[src/thba_pkg.sv]
// ----------------------------------------------------------------------------
// thba_pkg: shared definitions for the two-heap block map allocator
// Heap geometry, field widths, block marks, action and status codes, the
// controller state type and the command/status bundles between the
// controller and the datapath.
// ----------------------------------------------------------------------------
package thba_pkg;

    // Heap geometry
    localparam int LARGE_BLOCKS      = 256;
    localparam int SMALL_BLOCKS      = 256;
    localparam int LARGE_BLOCK_SHIFT = 12;
    localparam int SMALL_BLOCK_SHIFT = 6;

    // Field widths
    localparam int ADDR_W   = 48;
    localparam int BYTES_W  = 32;
    localparam int ID_W     = 9;
    localparam int ACTION_W = 2;
    localparam int STATUS_W = 2;
    localparam int MARK_W   = 3;

    // Map indexing
    localparam int MAX_BLOCKS = (LARGE_BLOCKS > SMALL_BLOCKS) ? LARGE_BLOCKS : SMALL_BLOCKS;
    localparam int IDX_W      = $clog2(MAX_BLOCKS);
    localparam int CNT_W      = $clog2(MAX_BLOCKS + 1);
    localparam int L_IDX_W    = $clog2(LARGE_BLOCKS);
    localparam int S_IDX_W    = $clog2(SMALL_BLOCKS);

    // Address arithmetic carries two extra bits: one for base plus heap
    // size, one so that a borrow shows up as a huge difference.
    localparam int EXT_W  = ADDR_W + 2;
    localparam int SIZE_W = BYTES_W + 1;
    localparam int INT_W  = 32;

    localparam logic [EXT_W-1:0] SMALL_HEAP_SIZE = EXT_W'(SMALL_BLOCKS) << SMALL_BLOCK_SHIFT;
    localparam logic [EXT_W-1:0] LARGE_HEAP_SIZE = EXT_W'(LARGE_BLOCKS) << LARGE_BLOCK_SHIFT;

    localparam logic [SIZE_W-1:0] LARGE_BLOCK_BYTES = SIZE_W'(1) << LARGE_BLOCK_SHIFT;
    localparam logic [SIZE_W-1:0] SMALL_BLOCK_BYTES = SIZE_W'(1) << SMALL_BLOCK_SHIFT;

    // Stream payload widths, padded to whole bytes
    localparam int IN_FIELDS_W  = BYTES_W + ID_W + ADDR_W;
    localparam int IN_TDATA_W   = ((IN_FIELDS_W + 7) / 8) * 8;
    localparam int OUT_FIELDS_W = STATUS_W + ID_W + ADDR_W;
    localparam int OUT_TDATA_W  = ((OUT_FIELDS_W + 7) / 8) * 8;

    // Block marks
    typedef logic [MARK_W-1:0] mark_t;
    localparam mark_t MARK_FREE      = 3'd0;
    localparam mark_t MARK_START     = 3'd1;
    localparam mark_t MARK_END       = 3'd2;
    localparam mark_t MARK_START_END = 3'd3;
    localparam mark_t MARK_MID       = 3'd4;

    typedef enum logic [ACTION_W-1:0] {
        ACT_ALLOC      = 2'd0,
        ACT_FREE       = 2'd1,
        ACT_ID_TO_ADDR = 2'd2,
        ACT_ADDR_TO_ID = 2'd3
    } action_t;

    typedef enum logic [STATUS_W-1:0] {
        STATUS_OK       = 2'd0,
        STATUS_NO_SPACE = 2'd1,
        STATUS_RANGE    = 2'd2
    } status_t;

    typedef enum logic [3:0] {
        S_CLEAR,
        S_IDLE,
        S_DISPATCH,
        S_SCAN_RD,
        S_SCAN_EV,
        S_MARK,
        S_FREE_RD,
        S_FREE_EV,
        S_RESP
    } ctrl_state_t;

    typedef struct packed {
        logic load_item;
        logic clear_step;
        logic ptr_zero;
        logic scan_step;
        logic mark_step;
        logic free_start;
        logic free_step;
        logic conv;
        logic alloc_fail;
        logic alloc_ok;
        logic out_load;
    } dp_cmd_t;

    typedef struct packed {
        action_t action;
        logic    too_big;
        logic    free_in_range;
        logic    run_hit;
        logic    at_last;
        logic    mark_last;
        logic    rd_start;
        logic    rd_end;
        logic    free_head;
        logic    out_busy;
        logic    clear_done;
    } dp_status_t;

endpackage

[src/two_heap_block_map_allocator.sv]
// ----------------------------------------------------------------------------
// two_heap_block_map_allocator: first-fit allocator over two block maps
//
//   Channel   Ports                    Contents
//   -------   ----------------------   ---------------------------------------
//   request   s_tvalid/s_tready        s_tuser: action; s_tdata: request_bytes,
//                                      block_id, lookup_address
//   result    m_tvalid/m_tready        m_tdata: status, result_id,
//                                      result_address
//   config    cfg_wr_en                cfg_wr_data: heap_base
//
// After reset a clearing pass over as many entries as the larger map holds
// frees both maps; no request is taken until it ends.
// Allocation scans the map one entry at a time, since each map has a single
// port, and then marks the blocks of the run. Free walks the run block by
// block, the head block included. One request is in flight at a time; a
// result waits in the output register while the next request is
// processed.
// ----------------------------------------------------------------------------
module two_heap_block_map_allocator (
    input  logic                                 aclk,
    input  logic                                 aresetn,
    input  logic                                 cfg_wr_en,
    input  logic [thba_pkg::ADDR_W-1:0]          cfg_wr_data,
    input  logic                                 s_tvalid,
    output logic                                 s_tready,
    // [31:0] request_bytes, [40:32] block_id, [88:41] lookup_address
    input  logic [thba_pkg::IN_TDATA_W-1:0]      s_tdata,
    // [1:0] action
    input  logic [thba_pkg::ACTION_W-1:0]        s_tuser,
    output logic                                 m_tvalid,
    input  logic                                 m_tready,
    // [1:0] status, [10:2] result_id, [58:11] result_address
    output logic [thba_pkg::OUT_TDATA_W-1:0]     m_tdata
);
    import thba_pkg::*;

    dp_cmd_t           cmd;
    dp_status_t        dp_sts;
    status_t           out_status;
    logic [ID_W-1:0]   out_result_id;
    logic [ADDR_W-1:0] out_result_address;

    thba_ctrl u_ctrl (
        .aclk     (aclk),
        .aresetn  (aresetn),
        .s_tvalid (s_tvalid),
        .s_tready (s_tready),
        .dp_sts   (dp_sts),
        .cmd      (cmd)
    );

    thba_datapath u_datapath (
        .aclk               (aclk),
        .aresetn            (aresetn),
        .cmd                (cmd),
        .dp_sts             (dp_sts),
        .cfg_wr_en          (cfg_wr_en),
        .cfg_wr_data        (cfg_wr_data),
        .in_action          (action_t'(s_tuser)),
        .in_request_bytes   (s_tdata[BYTES_W-1:0]),
        .in_block_id        (s_tdata[BYTES_W +: ID_W]),
        .in_lookup_address  (s_tdata[BYTES_W+ID_W +: ADDR_W]),
        .out_valid          (m_tvalid),
        .out_ready          (m_tready),
        .out_status         (out_status),
        .out_result_id      (out_result_id),
        .out_result_address (out_result_address)
    );

    assign m_tdata = OUT_TDATA_W'({out_result_address, out_result_id, out_status});

endmodule

[src/thba_datapath.sv]
// ----------------------------------------------------------------------------
// thba_datapath: block maps, walk pointer and result registers
// Holds both block maps, the captured request, the scan and free walk
// registers, the address conversion logic and the output register.
// ----------------------------------------------------------------------------
module thba_datapath (
    input  logic                           aclk,
    input  logic                           aresetn,
    input  thba_pkg::dp_cmd_t              cmd,
    output thba_pkg::dp_status_t           dp_sts,
    input  logic                           cfg_wr_en,
    input  logic [thba_pkg::ADDR_W-1:0]    cfg_wr_data,
    input  thba_pkg::action_t              in_action,
    input  logic [thba_pkg::BYTES_W-1:0]   in_request_bytes,
    input  logic [thba_pkg::ID_W-1:0]      in_block_id,
    input  logic [thba_pkg::ADDR_W-1:0]    in_lookup_address,
    output logic                           out_valid,
    input  logic                           out_ready,
    output thba_pkg::status_t              out_status,
    output logic [thba_pkg::ID_W-1:0]      out_result_id,
    output logic [thba_pkg::ADDR_W-1:0]    out_result_address
);
    import thba_pkg::*;

    // Configuration
    logic [ADDR_W-1:0] heap_base_reg;
    logic [EXT_W-1:0]  large_base_reg;

    // Captured request
    action_t            action_reg;
    logic [ID_W-1:0]    id_reg;
    logic [ADDR_W-1:0]  addr_reg;
    logic               sel_small_reg;
    logic [CNT_W-1:0]   count_reg;
    logic               too_big_reg;
    logic               id_large_reg;
    logic               id_valid_reg;

    // Walk registers
    logic [IDX_W-1:0]   ptr_reg, ptr_next;
    logic [CNT_W-1:0]   run_reg, run_next;
    logic [IDX_W-1:0]   first_reg;
    logic [IDX_W-1:0]   end_reg;
    logic               free_head_reg;

    // Maps
    mark_t large_map_mem [LARGE_BLOCKS];
    mark_t small_map_mem [SMALL_BLOCKS];
    mark_t large_rd_reg;
    mark_t small_rd_reg;

    // Results and output register
    status_t            res_status_reg;
    logic [ID_W-1:0]    res_id_reg;
    logic [ADDR_W-1:0]  res_addr_reg;
    logic               out_valid_reg;
    status_t            out_status_reg;
    logic [ID_W-1:0]    out_id_reg;
    logic [ADDR_W-1:0]  out_addr_reg;

    // Request decode
    logic [SIZE_W-1:0]  bytes_ext;
    logic [SIZE_W-1:0]  cnt_large;
    logic [SIZE_W-1:0]  cnt_small;
    logic [SIZE_W-1:0]  req_cnt;
    logic [SIZE_W-1:0]  req_entries;
    logic               is_large_req;
    logic               ld_id_large;
    logic               ld_id_valid;

    // Walk helpers
    logic [CNT_W-1:0]   ptr_plus1;
    logic [CNT_W-1:0]   entries;
    logic [CNT_W-1:0]   run_plus1;
    mark_t              rd_mark;
    logic               rd_free;
    logic               run_hit;
    logic [IDX_W-1:0]   hit_first;
    logic [IDX_W-1:0]   free_idx;
    mark_t              mark_wdata;
    logic               wr_active;
    logic               large_we;
    logic               small_we;

    // Conversion
    logic [EXT_W-1:0]   conv_off;
    logic [EXT_W-1:0]   id_addr;
    logic [EXT_W-1:0]   diff_large;
    logic [EXT_W-1:0]   diff_small;
    logic               in_large;
    logic               in_small;
    status_t            conv_status;
    logic [ID_W-1:0]    conv_id;
    logic [ADDR_W-1:0]  conv_addr;

    // ------------------------------------------------------------------
    // Configuration register; the large heap base is kept precomputed.
    // ------------------------------------------------------------------
    always_ff @(posedge aclk) begin
        if (!aresetn) begin
            heap_base_reg  <= '0;
            large_base_reg <= SMALL_HEAP_SIZE;
        end else if (cfg_wr_en) begin
            heap_base_reg  <= cfg_wr_data;
            large_base_reg <= EXT_W'(cfg_wr_data) + SMALL_HEAP_SIZE;
        end
    end

    // ------------------------------------------------------------------
    // Request capture
    // ------------------------------------------------------------------
    always_comb begin
        bytes_ext    = SIZE_W'(in_request_bytes);
        cnt_large    = (bytes_ext + LARGE_BLOCK_BYTES - SIZE_W'(1)) >> LARGE_BLOCK_SHIFT;
        cnt_small    = (bytes_ext + SMALL_BLOCK_BYTES - SIZE_W'(1)) >> SMALL_BLOCK_SHIFT;
        is_large_req = (bytes_ext >= LARGE_BLOCK_BYTES);
        if (is_large_req) begin
            req_cnt     = cnt_large;
            req_entries = SIZE_W'(LARGE_BLOCKS);
        end else begin
            // A zero-byte request still takes one small block.
            req_cnt     = (cnt_small == '0) ? SIZE_W'(1) : cnt_small;
            req_entries = SIZE_W'(SMALL_BLOCKS);
        end
        ld_id_large = (INT_W'(in_block_id) < INT_W'(LARGE_BLOCKS));
        ld_id_valid = (INT_W'(in_block_id) < INT_W'(LARGE_BLOCKS + SMALL_BLOCKS));
    end

    always_ff @(posedge aclk) begin
        if (cmd.load_item) begin
            action_reg    <= in_action;
            id_reg        <= in_block_id;
            addr_reg      <= in_lookup_address;
            sel_small_reg <= (in_action == ACT_ALLOC) ? !is_large_req : !ld_id_large;
            count_reg     <= CNT_W'(req_cnt);
            too_big_reg   <= (req_cnt > req_entries);
            id_large_reg  <= ld_id_large;
            id_valid_reg  <= ld_id_valid;
        end
    end

    // ------------------------------------------------------------------
    // Walk pointer, run length and run bounds
    // ------------------------------------------------------------------
    always_comb begin
        ptr_plus1 = CNT_W'(ptr_reg) + CNT_W'(1);
        entries   = sel_small_reg ? CNT_W'(SMALL_BLOCKS) : CNT_W'(LARGE_BLOCKS);
        run_plus1 = run_reg + CNT_W'(1);
        rd_mark   = sel_small_reg ? small_rd_reg : large_rd_reg;
        rd_free   = (rd_mark == MARK_FREE);
        run_hit   = rd_free && (run_plus1 == count_reg);
        hit_first = IDX_W'(ptr_plus1 - count_reg);
        if (id_large_reg) begin
            free_idx = IDX_W'(id_reg);
        end else begin
            free_idx = IDX_W'(INT_W'(id_reg) - INT_W'(LARGE_BLOCKS));
        end
    end

    always_comb begin
        ptr_next = ptr_reg;
        run_next = run_reg;
        if (cmd.clear_step || cmd.mark_step || cmd.free_step) begin
            ptr_next = IDX_W'(ptr_plus1);
        end else if (cmd.ptr_zero) begin
            ptr_next = '0;
            run_next = '0;
        end else if (cmd.scan_step) begin
            // On a hit the pointer jumps back to the head of the run.
            ptr_next = run_hit ? hit_first : IDX_W'(ptr_plus1);
            run_next = rd_free ? run_plus1 : '0;
        end else if (cmd.free_start) begin
            ptr_next = free_idx;
        end
    end

    always_ff @(posedge aclk) begin
        if (!aresetn) begin
            ptr_reg       <= '0;
            run_reg       <= '0;
            free_head_reg <= 1'b0;
        end else begin
            ptr_reg <= ptr_next;
            run_reg <= run_next;
            if (cmd.free_start) begin
                free_head_reg <= 1'b1;
            end else if (cmd.free_step) begin
                free_head_reg <= 1'b0;
            end
        end
    end

    always_ff @(posedge aclk) begin
        if (cmd.scan_step && run_hit) begin
            first_reg <= hit_first;
            end_reg   <= ptr_reg;
        end
    end

    // ------------------------------------------------------------------
    // Block maps
    // ------------------------------------------------------------------
    always_comb begin
        if (!cmd.mark_step) begin
            mark_wdata = MARK_FREE;
        end else if (ptr_reg == first_reg) begin
            mark_wdata = (count_reg == CNT_W'(1)) ? MARK_START_END : MARK_START;
        end else if (ptr_reg == end_reg) begin
            mark_wdata = MARK_END;
        end else begin
            mark_wdata = MARK_MID;
        end
        wr_active = cmd.mark_step || cmd.free_step;
        if (cmd.clear_step) begin
            large_we = (CNT_W'(ptr_reg) < CNT_W'(LARGE_BLOCKS));
            small_we = (CNT_W'(ptr_reg) < CNT_W'(SMALL_BLOCKS));
        end else begin
            large_we = wr_active && !sel_small_reg;
            small_we = wr_active && sel_small_reg;
        end
    end

    always_ff @(posedge aclk) begin
        if (large_we) begin
            large_map_mem[ptr_reg[L_IDX_W-1:0]] <= mark_wdata;
        end
        large_rd_reg <= large_map_mem[ptr_reg[L_IDX_W-1:0]];
    end

    always_ff @(posedge aclk) begin
        if (small_we) begin
            small_map_mem[ptr_reg[S_IDX_W-1:0]] <= mark_wdata;
        end
        small_rd_reg <= small_map_mem[ptr_reg[S_IDX_W-1:0]];
    end

    // ------------------------------------------------------------------
    // Id and address conversion
    // ------------------------------------------------------------------
    always_comb begin
        if (id_large_reg) begin
            conv_off = EXT_W'(free_idx) << LARGE_BLOCK_SHIFT;
            id_addr  = large_base_reg + conv_off;
        end else begin
            conv_off = EXT_W'(free_idx) << SMALL_BLOCK_SHIFT;
            id_addr  = EXT_W'(heap_base_reg) + conv_off;
        end
        // An address below a base borrows and lands far above the heap size.
        diff_large = EXT_W'(addr_reg) - large_base_reg;
        diff_small = EXT_W'(addr_reg) - EXT_W'(heap_base_reg);
        in_large   = (diff_large < LARGE_HEAP_SIZE);
        in_small   = (diff_small < SMALL_HEAP_SIZE);

        conv_status = STATUS_OK;
        conv_id     = '0;
        conv_addr   = '0;
        if (action_reg == ACT_ID_TO_ADDR) begin
            if (id_valid_reg) begin
                conv_addr = ADDR_W'(id_addr);
            end else begin
                conv_status = STATUS_RANGE;
            end
        end else if (in_large) begin
            conv_id = ID_W'(diff_large >> LARGE_BLOCK_SHIFT);
        end else if (in_small) begin
            conv_id = ID_W'(EXT_W'(LARGE_BLOCKS) + (diff_small >> SMALL_BLOCK_SHIFT));
        end else begin
            conv_status = STATUS_RANGE;
        end
    end

    // ------------------------------------------------------------------
    // Result and output registers
    // ------------------------------------------------------------------
    always_ff @(posedge aclk) begin
        if (cmd.load_item) begin
            res_status_reg <= STATUS_OK;
            res_id_reg     <= '0;
            res_addr_reg   <= '0;
        end else if (cmd.alloc_fail) begin
            res_status_reg <= STATUS_NO_SPACE;
            res_id_reg     <= '0;
        end else if (cmd.alloc_ok) begin
            if (sel_small_reg) begin
                res_id_reg <= ID_W'(INT_W'(first_reg) + INT_W'(LARGE_BLOCKS));
            end else begin
                res_id_reg <= ID_W'(first_reg);
            end
        end else if (cmd.conv) begin
            res_status_reg <= conv_status;
            res_id_reg     <= conv_id;
            res_addr_reg   <= conv_addr;
        end
    end

    always_ff @(posedge aclk) begin
        if (!aresetn) begin
            out_valid_reg <= 1'b0;
        end else if (cmd.out_load) begin
            out_valid_reg <= 1'b1;
        end else if (out_ready) begin
            out_valid_reg <= 1'b0;
        end
    end

    always_ff @(posedge aclk) begin
        if (cmd.out_load) begin
            out_status_reg <= res_status_reg;
            out_id_reg     <= res_id_reg;
            out_addr_reg   <= res_addr_reg;
        end
    end

    assign out_valid          = out_valid_reg;
    assign out_status         = out_status_reg;
    assign out_result_id      = out_id_reg;
    assign out_result_address = out_addr_reg;

    always_comb begin
        dp_sts.action        = action_reg;
        dp_sts.too_big       = too_big_reg;
        dp_sts.free_in_range = id_valid_reg;
        dp_sts.run_hit       = run_hit;
        dp_sts.at_last       = (ptr_plus1 == entries);
        dp_sts.mark_last     = (ptr_reg == end_reg);
        dp_sts.rd_start      = ((rd_mark & MARK_START) != '0);
        dp_sts.rd_end        = ((rd_mark & MARK_END) != '0);
        dp_sts.free_head     = free_head_reg;
        dp_sts.out_busy      = out_valid_reg && !out_ready;
        dp_sts.clear_done    = (ptr_plus1 == CNT_W'(MAX_BLOCKS));
    end

endmodule

[src/thba_ctrl.sv]
// ----------------------------------------------------------------------------
// thba_ctrl: sequencing state machine of the block map allocator
// Runs the clearing pass after reset, then for each request the first-fit
// scan and marking, the free walk, or a conversion, and hands the result
// to the output register.
// ----------------------------------------------------------------------------
module thba_ctrl (
    input  logic                   aclk,
    input  logic                   aresetn,
    input  logic                   s_tvalid,
    output logic                   s_tready,
    input  thba_pkg::dp_status_t   dp_sts,
    output thba_pkg::dp_cmd_t      cmd
);
    import thba_pkg::*;

    ctrl_state_t state_reg, state_next;

    always_ff @(posedge aclk) begin
        if (!aresetn) begin
            state_reg <= S_CLEAR;
        end else begin
            state_reg <= state_next;
        end
    end

    always_comb begin
        state_next = state_reg;
        case (state_reg)
            S_CLEAR: begin
                if (dp_sts.clear_done) state_next = S_IDLE;
            end
            S_IDLE: begin
                if (s_tvalid) state_next = S_DISPATCH;
            end
            S_DISPATCH: begin
                case (dp_sts.action)
                    ACT_ALLOC: state_next = dp_sts.too_big ? S_RESP : S_SCAN_RD;
                    ACT_FREE:  state_next = dp_sts.free_in_range ? S_FREE_RD : S_RESP;
                    default:   state_next = S_RESP;
                endcase
            end
            S_SCAN_RD: state_next = S_SCAN_EV;
            S_SCAN_EV: begin
                if (dp_sts.run_hit) begin
                    state_next = S_MARK;
                end else if (dp_sts.at_last) begin
                    state_next = S_RESP;
                end else begin
                    state_next = S_SCAN_RD;
                end
            end
            S_MARK: begin
                if (dp_sts.mark_last) state_next = S_RESP;
            end
            S_FREE_RD: state_next = S_FREE_EV;
            S_FREE_EV: begin
                // The head of a freed run must carry a start mark.
                if (dp_sts.free_head && !dp_sts.rd_start) begin
                    state_next = S_RESP;
                end else if (dp_sts.rd_end || dp_sts.at_last) begin
                    state_next = S_RESP;
                end else begin
                    state_next = S_FREE_RD;
                end
            end
            S_RESP: begin
                if (!dp_sts.out_busy) state_next = S_IDLE;
            end
            default: state_next = S_CLEAR;
        endcase
    end

    always_comb begin
        cmd      = '0;
        s_tready = 1'b0;
        case (state_reg)
            S_CLEAR: cmd.clear_step = 1'b1;
            S_IDLE: begin
                s_tready      = 1'b1;
                cmd.load_item = s_tvalid;
            end
            S_DISPATCH: begin
                case (dp_sts.action)
                    ACT_ALLOC: begin
                        cmd.alloc_fail = dp_sts.too_big;
                        cmd.ptr_zero   = !dp_sts.too_big;
                    end
                    ACT_FREE: cmd.free_start = dp_sts.free_in_range;
                    default:  cmd.conv       = 1'b1;
                endcase
            end
            S_SCAN_EV: begin
                cmd.scan_step  = 1'b1;
                cmd.alloc_fail = !dp_sts.run_hit && dp_sts.at_last;
            end
            S_MARK: begin
                cmd.mark_step = 1'b1;
                cmd.alloc_ok  = dp_sts.mark_last;
            end
            S_FREE_EV: cmd.free_step = !dp_sts.free_head || dp_sts.rd_start;
            S_RESP:    cmd.out_load  = !dp_sts.out_busy;
            default: ;
        endcase
    end

endmodule

[config.mk]
export PLATFORM = sky130hd
export DESIGN_NAME = two_heap_block_map_allocator
export DESIGN_NICKNAME = d
export VERILOG_FILES = /design/src/thba_pkg.sv /design/src/two_heap_block_map_allocator.sv /design/src/thba_datapath.sv /design/src/thba_ctrl.sv
export SDC_FILE = /design/constraint.sdc
export NUM_CORES = 2
export LEC_CHECK = 0
export BUFFER_PORTS_ARGS = -buffer_cell sky130_fd_sc_hd__buf_2
export CORE_ASPECT_RATIO = 1.5
export CORE_MARGIN = 4
export CORE_UTILIZATION = 63
export CTS_BUF_LIST = sky130_fd_sc_hd__clkbuf_16
export DETAILED_ROUTE_END_ITERATION = 7
export PLACE_DENSITY = 0.8
export SKIP_LAST_GASP = 1
export SLEW_MARGIN = 10
export SYNTH_ARGS = -nofsm -noshare
export SYNTH_HDL_FRONTEND = slang
export SYNTH_HIERARCHICAL = 1
export SYNTH_SLANG_ARGS = --single-unit
[constraint.sdc]
create_clock -name aclk -period 38.4 [get_ports aclk]
set_clock_uncertainty 0.1 [all_clocks]
set_input_delay 0 -clock aclk [delete_from_list [all_inputs] [get_ports aclk]]
set_output_delay 0 -clock aclk [all_outputs]
set_load 0.005 [all_outputs]
# Word-level counts from Yosys, hierarchy flattened
# Memory sizes are Yosys's and may differ from the RTL's. A register that Yosys moved wholly into a read port is not among the register bits.
# Index checks and enable logic that the tools add are counted.
# op_classes
n_mux	68
eq_ne	20
reduce_logical	39
add_sub_neg	15
bitwise	3
order_cmp	5
# op_table
cell	count
two-way mux 48 bit	2
two-way mux 9 bit	9
subtractor 33 x 1 -> 33 bit (second input constant)	2
< comparator 50 x 15 -> 1 bit (second input constant)	1
< comparator 50 x 21 -> 1 bit (second input constant)	1
subtractor 48 x 49 -> 50 bit	1
adder 48 x 15 -> 49 bit (second input constant)	1
subtractor 48 x 48 -> 49 bit	1
adder 48 x 14 -> 48 bit	1
adder 48 x 20 -> 48 bit	1
two-way mux 8 bit	6
two-way mux 4 bit	9
case mux 4 bit (9 select lines)	1
adder 32 x 13 -> 33 bit (second input constant)	1
adder 32 x 7 -> 33 bit (second input constant)	1
> comparator 33 x 9 -> 1 bit (second input constant)	1
logical NOT 33 bit	1
two-way mux 33 bit	1
greater-or-equal comparator 32 x 13 -> 1 bit (second input constant)	1
two-way mux 1 bit	29
two-way mux 27 bit	1
== test 4 x 3 -> 1 bit (second input constant)	4
== test 8 bit	2
two-way mux 3 bit	4
other kinds (33)	68
# totals
word_cells	175
input_bits	151
out_inout_bits	66
ramBits	1536
reg_bits	324
mem_count	2
# memory_table
memory	depth	width	rd	rd_ports_with_merged_regs	wr	line	rtl
u_datapath.large_map_mem	256	3	1	1	1	thba_datapath.sv:47	mark_t large_map_mem [LARGE_BLOCKS];
u_datapath.small_map_mem	256	3	1	1	1	thba_datapath.sv:48	mark_t small_map_mem [SMALL_BLOCKS];

# Logic depth before layout (Yosys ltp)
# depth
word_depth	8
depth_mapped	19
depth_no_buf	14

# Cells and area by module
# Netlist, hierarchy kept.
# modules_own_cells
module	seq_area_each_um2	area_each_um2	cells_per_inst	instances
thba_datapath	53821.6	81241.7	5225	1
thba_ctrl	80.1	466.7	59	1
two_heap_block_map_allocator	0.0	41.3	6	1

# Least setup slack after synthesis
# OpenSTA, ideal clock, no wires.
# synth_timing
path_type	reg2reg
from	reg u_datapath.ptr_reg[2]
to	mem u_datapath/large_map_mem[0][2] (netlist name) (data pin)
period_less_slack_ns	27.099
path_buffers	5
slack_ns	11.301
setup_time_ns	4.216
arrival_time_ns	22.784
required_ns	34.084
stages_incl_launch_ff	10
cell_sequence	dfxtp_1 buf_2 buf_2 buf_2 buf_1 clkbuf_1 xnor2_1 nand4_1 nor2_1 nor3b_1
# synth_via
elab_chain_cells	4
elab_cells_between_ends	5
classes_between	eq/ne: 2; mux: 3
# synth_lines
item	line	rtl
from (decl)	thba_datapath.sv:40	logic [IDX_W-1:0] ptr_reg, ptr_next;
from (signal assigned)	thba_datapath.sv:183	ptr_reg <= ptr_next;
== test 8 bit	thba_datapath.sv:208	end else if (ptr_reg == end_reg) begin
two-way mux 3 bit	thba_datapath.sv:208	
two-way mux 3 bit (*)	thba_datapath.sv:206	end else if (ptr_reg == first_reg) begin
two-way mux 3 bit (*)	thba_datapath.sv:204	if (!cmd.mark_step) begin
via u_datapath.mark_wdata[2]	thba_datapath.sv:80	mark_t mark_wdata;
to (decl)	thba_datapath.sv:47	
# The timed path passes the listed nets; every way through them passes the cells marked *.

==> results.json <==
{
  "status": "finished, violations left",
  "violations": "design-rule violations",
  "final_cells": 7535,
  "wl_um": 247000,
  "r2r-end": "u_datapath/large_rd_reg[1]",
  "cts_hold_buf": 260,
  "cts_buffer_depth": 3,
  "final_nets": 5944,
  "cts.repair.resized": 0,
  "syn_inst": 5290,
  "grt_overflow_total": 0,
  "tns_ns": 0,
  "synth_area_leaders": "edfxtp_1 (62%), mux4_2 (14%), dfxtp_1 (4.2%)",
  "final_util_pct": 71.6,
  "die_height_um": 449,
  "drive_gt1_share_pct": 18.7,
  "tightest_slew_ns": 1.36,
  "yosysSeqAreaShare_pct": 65.9,
  "seq_area_um2": 53900,
  "hold_violations": 0,
  "drt_iter0_markers": 7260,
  "drc": 2,
  "holdCritStartpoint": "cfg_wr_data[20]",
  "yosysWarnings": 6,
  "post-route-period-util_pct": 15.8,
  "start_util_pct": 63.5,
  "htreeDepth": 4,
  "rr_startpoint": "u_datapath/ptr_reg[0]",
  "synth_area_per_cell_um2": 15.5,
  "criticalPathCategory": "register to register",
  "postCtsSetupBuffers": 0,
  "cp-end-kind": "register",
  "netlist_area_um2": 81700,
  "die_x_um": 302,
  "async_reset_ff_share_pct": 0,
  "worst_hold_slack_ns": 0.0751,
  "syn2layout_area_growth_pct": 12.7,
  "viasPerCell": 6.96,
  "n_fill_cell": 7457,
  "clockRootBuffer": "clkbuf_16",
  "grt_first_pass_wirelength_um": 362000,
  "wire_per_inst_um": 32.8,
  "dr_total_vias": 52457,
  "startpoint": "u_datapath/ptr_reg[0]",
  "finalMaxSlewViolations": 0,
  "start_kind": "register",
  "fmax_mhz": 165,
  "cap_violations": 0,
  "min_period_ns": 6.05,
  "place_hpwl_um": 149000,
  "multi_input_area_um2": 26100,
  "ys.flop_type": "edfxtp_1",
  "num_rows": 161,
  "power_density_nw_per_um2": 44.5,
  "peakVddDrop_mv": 0.0498,
  "crit_fanout": 47,
  "mostFrequentLayoutCell": "edfxtp_1",
  "ioPinCount": 217,
  "gp_congestion": 1.03,
  "detail_route.first_pass.iterations": 6,
  "mostFrequentLayoutCells": "edfxtp_1 (1681), nor2_1 (738), mux4_2 (491), dlygate4sd3_1 (260), nand2_1 (234)",
  "crit_required_ns": 38.96,
  "min_path_type": "primary input to register",
  "yosysTopAreaCell": "edfxtp_1",
  "clk_latency_ns": 0.81,
  "synth_top_area_share_pct": 61.7,
  "numCtsBuffers": 161,
  "grt_max_degree": 261,
  "ant_nets": 0,
  "tritoncts": "done",
  "rsz0062_at_grt": "false",
  "critPathArrivalTime_ns": 6.61,
  "hold_end": "u_datapath/large_base_reg[20]",
  "dpl.cell_count": 6967,
  "portBuffers": 204,
  "core-area_um2": 129000,
  "synth.distinct_cells": 107,
  "dieArea_um2": 136000,
  "r2r_setup_slack_ns": 32.35,
  "whs_path_depth": 4,
  "leakagePower_nw": 29.9,
  "antenna_found_initial": 33,
  "grt_usage_pct": 37.1,
  "grt_pass1_vias": 53638,
  "maxSlewHeadroom_pct": 9.25,
  "clkTransAtPathRegs_ns": 0.07,
  "synth_edf_count": 1681,
  "cts.sinks": 1852,
  "setup_violations": 0,
  "reg2regPathDepth": 10,
  "ys_ff_latch": 1852
}
cell usage after synthesis (all sizes together) (8+ instances only):
cell        n
nand4      67
a21oi     159
ha        111
and2       11
nand2     243
mux4      491
or2        15
o22ai      12
o221ai     11
o21a       26
a211oi     49
o21bai     14
o2111ai    12
and3       42
mux2i      64
nand2b     32
o21ai     126
a21o       38
nor2      740
and4        8
buf        91
xnor2     132
mux2       13
edfxtp   1681
or3        27
nor3b      20
a31oi      15
xor2       56
nor4       36
a211o       9
o211ai     16
dfxtp     171
inv       141
nand3      90
a22oi      24
nor3       55
clkbuf    234
nor2b      34
o31ai      18
nand3b      8
a22o       22
worst max-delay path, cell delays in order, from the launching register on:
cell	delay [ns]
dfxtp_4	0.89
buf_4	0.84
buf_4	0.71
buf_4	0.85
mux4_2	0.63
mux4_2	0.48
nor2b_1	0.24
nor4_1	0.55
nand4_1	0.15
nor4_1	0.23
o21ai_1	0.11
worst max path at each step:
stage	to	slack (ns)	cells after the start
finish	u_datapath/large_rd_reg[1]	32.35	10
global route	u_datapath/large_rd_reg[1]	31.91	10
CTS	u_datapath/large_rd_reg[1]	32.32	10
detailed placement	u_datapath/large_rd_reg[1]	32.33	10
global placement	u_datapath/large_rd_reg[1]	32.38	10
floorplan	u_datapath/large_map_mem[0][2]	11.30	9
power by group:
group          switching [mW]  internal (mW)  total, mW
Combinational           0.181          0.136      0.317
Clock                   0.725          0.852       1.58
Sequential             0.0193           2.19       2.20
per-stage QoR:
| step | total power, mW | instance area [um^2] | worst slack (ns) |
|---|---|---|---|
| 6_report | 4.10 | 92100 | 32.35 |
| 5_1_grt | 4.22 | 92100 | 31.91 |
| 4_1_cts | 4.09 | 92000 | 32.32 |
| 3_5_place_dp | 2.52 | 84400 | 32.33 |
| 3_3_place_gp | 2.52 | 84400 | 32.38 |
| 2_1_floorplan | 2.43 | 81800 | 11.30 |
logic make-up after synthesis:
family	Yosys count	synth area share, %
DFF	1852	65.9
and+or+nand+nor	1450	8.07
AOI/OAI and AO/OA	649	5.43
muxes	568	14.5
buffers and inverters	467	2.28
xor gates and xnor gates	188	2.01
adders and majority gates	114	1.77
other	2	0.00919
routing by layer:
metal,vias to the layer above,GRT usage [%],routed length [um]
li1,21361,-,-
met1,25864,40.6,74500
met2,3934,60.2,122000
met3,1266,10.8,25200
met4,32,29.4,25300
met5,-,0,203
final cells by class:
type                    instances  share of cell area [%]
flip-flops and latches       1852                    58.5
multi-input cells            2975                    28.3
repair buffers                547                    4.71
clock buffers                 164                    4.46
well taps                    1711                    2.32
clock inverters               126                    1.02
inverters                     142                   0.580
diodes                         18                  0.0489
No activity file was read; power rests on OpenSTA's default activity.
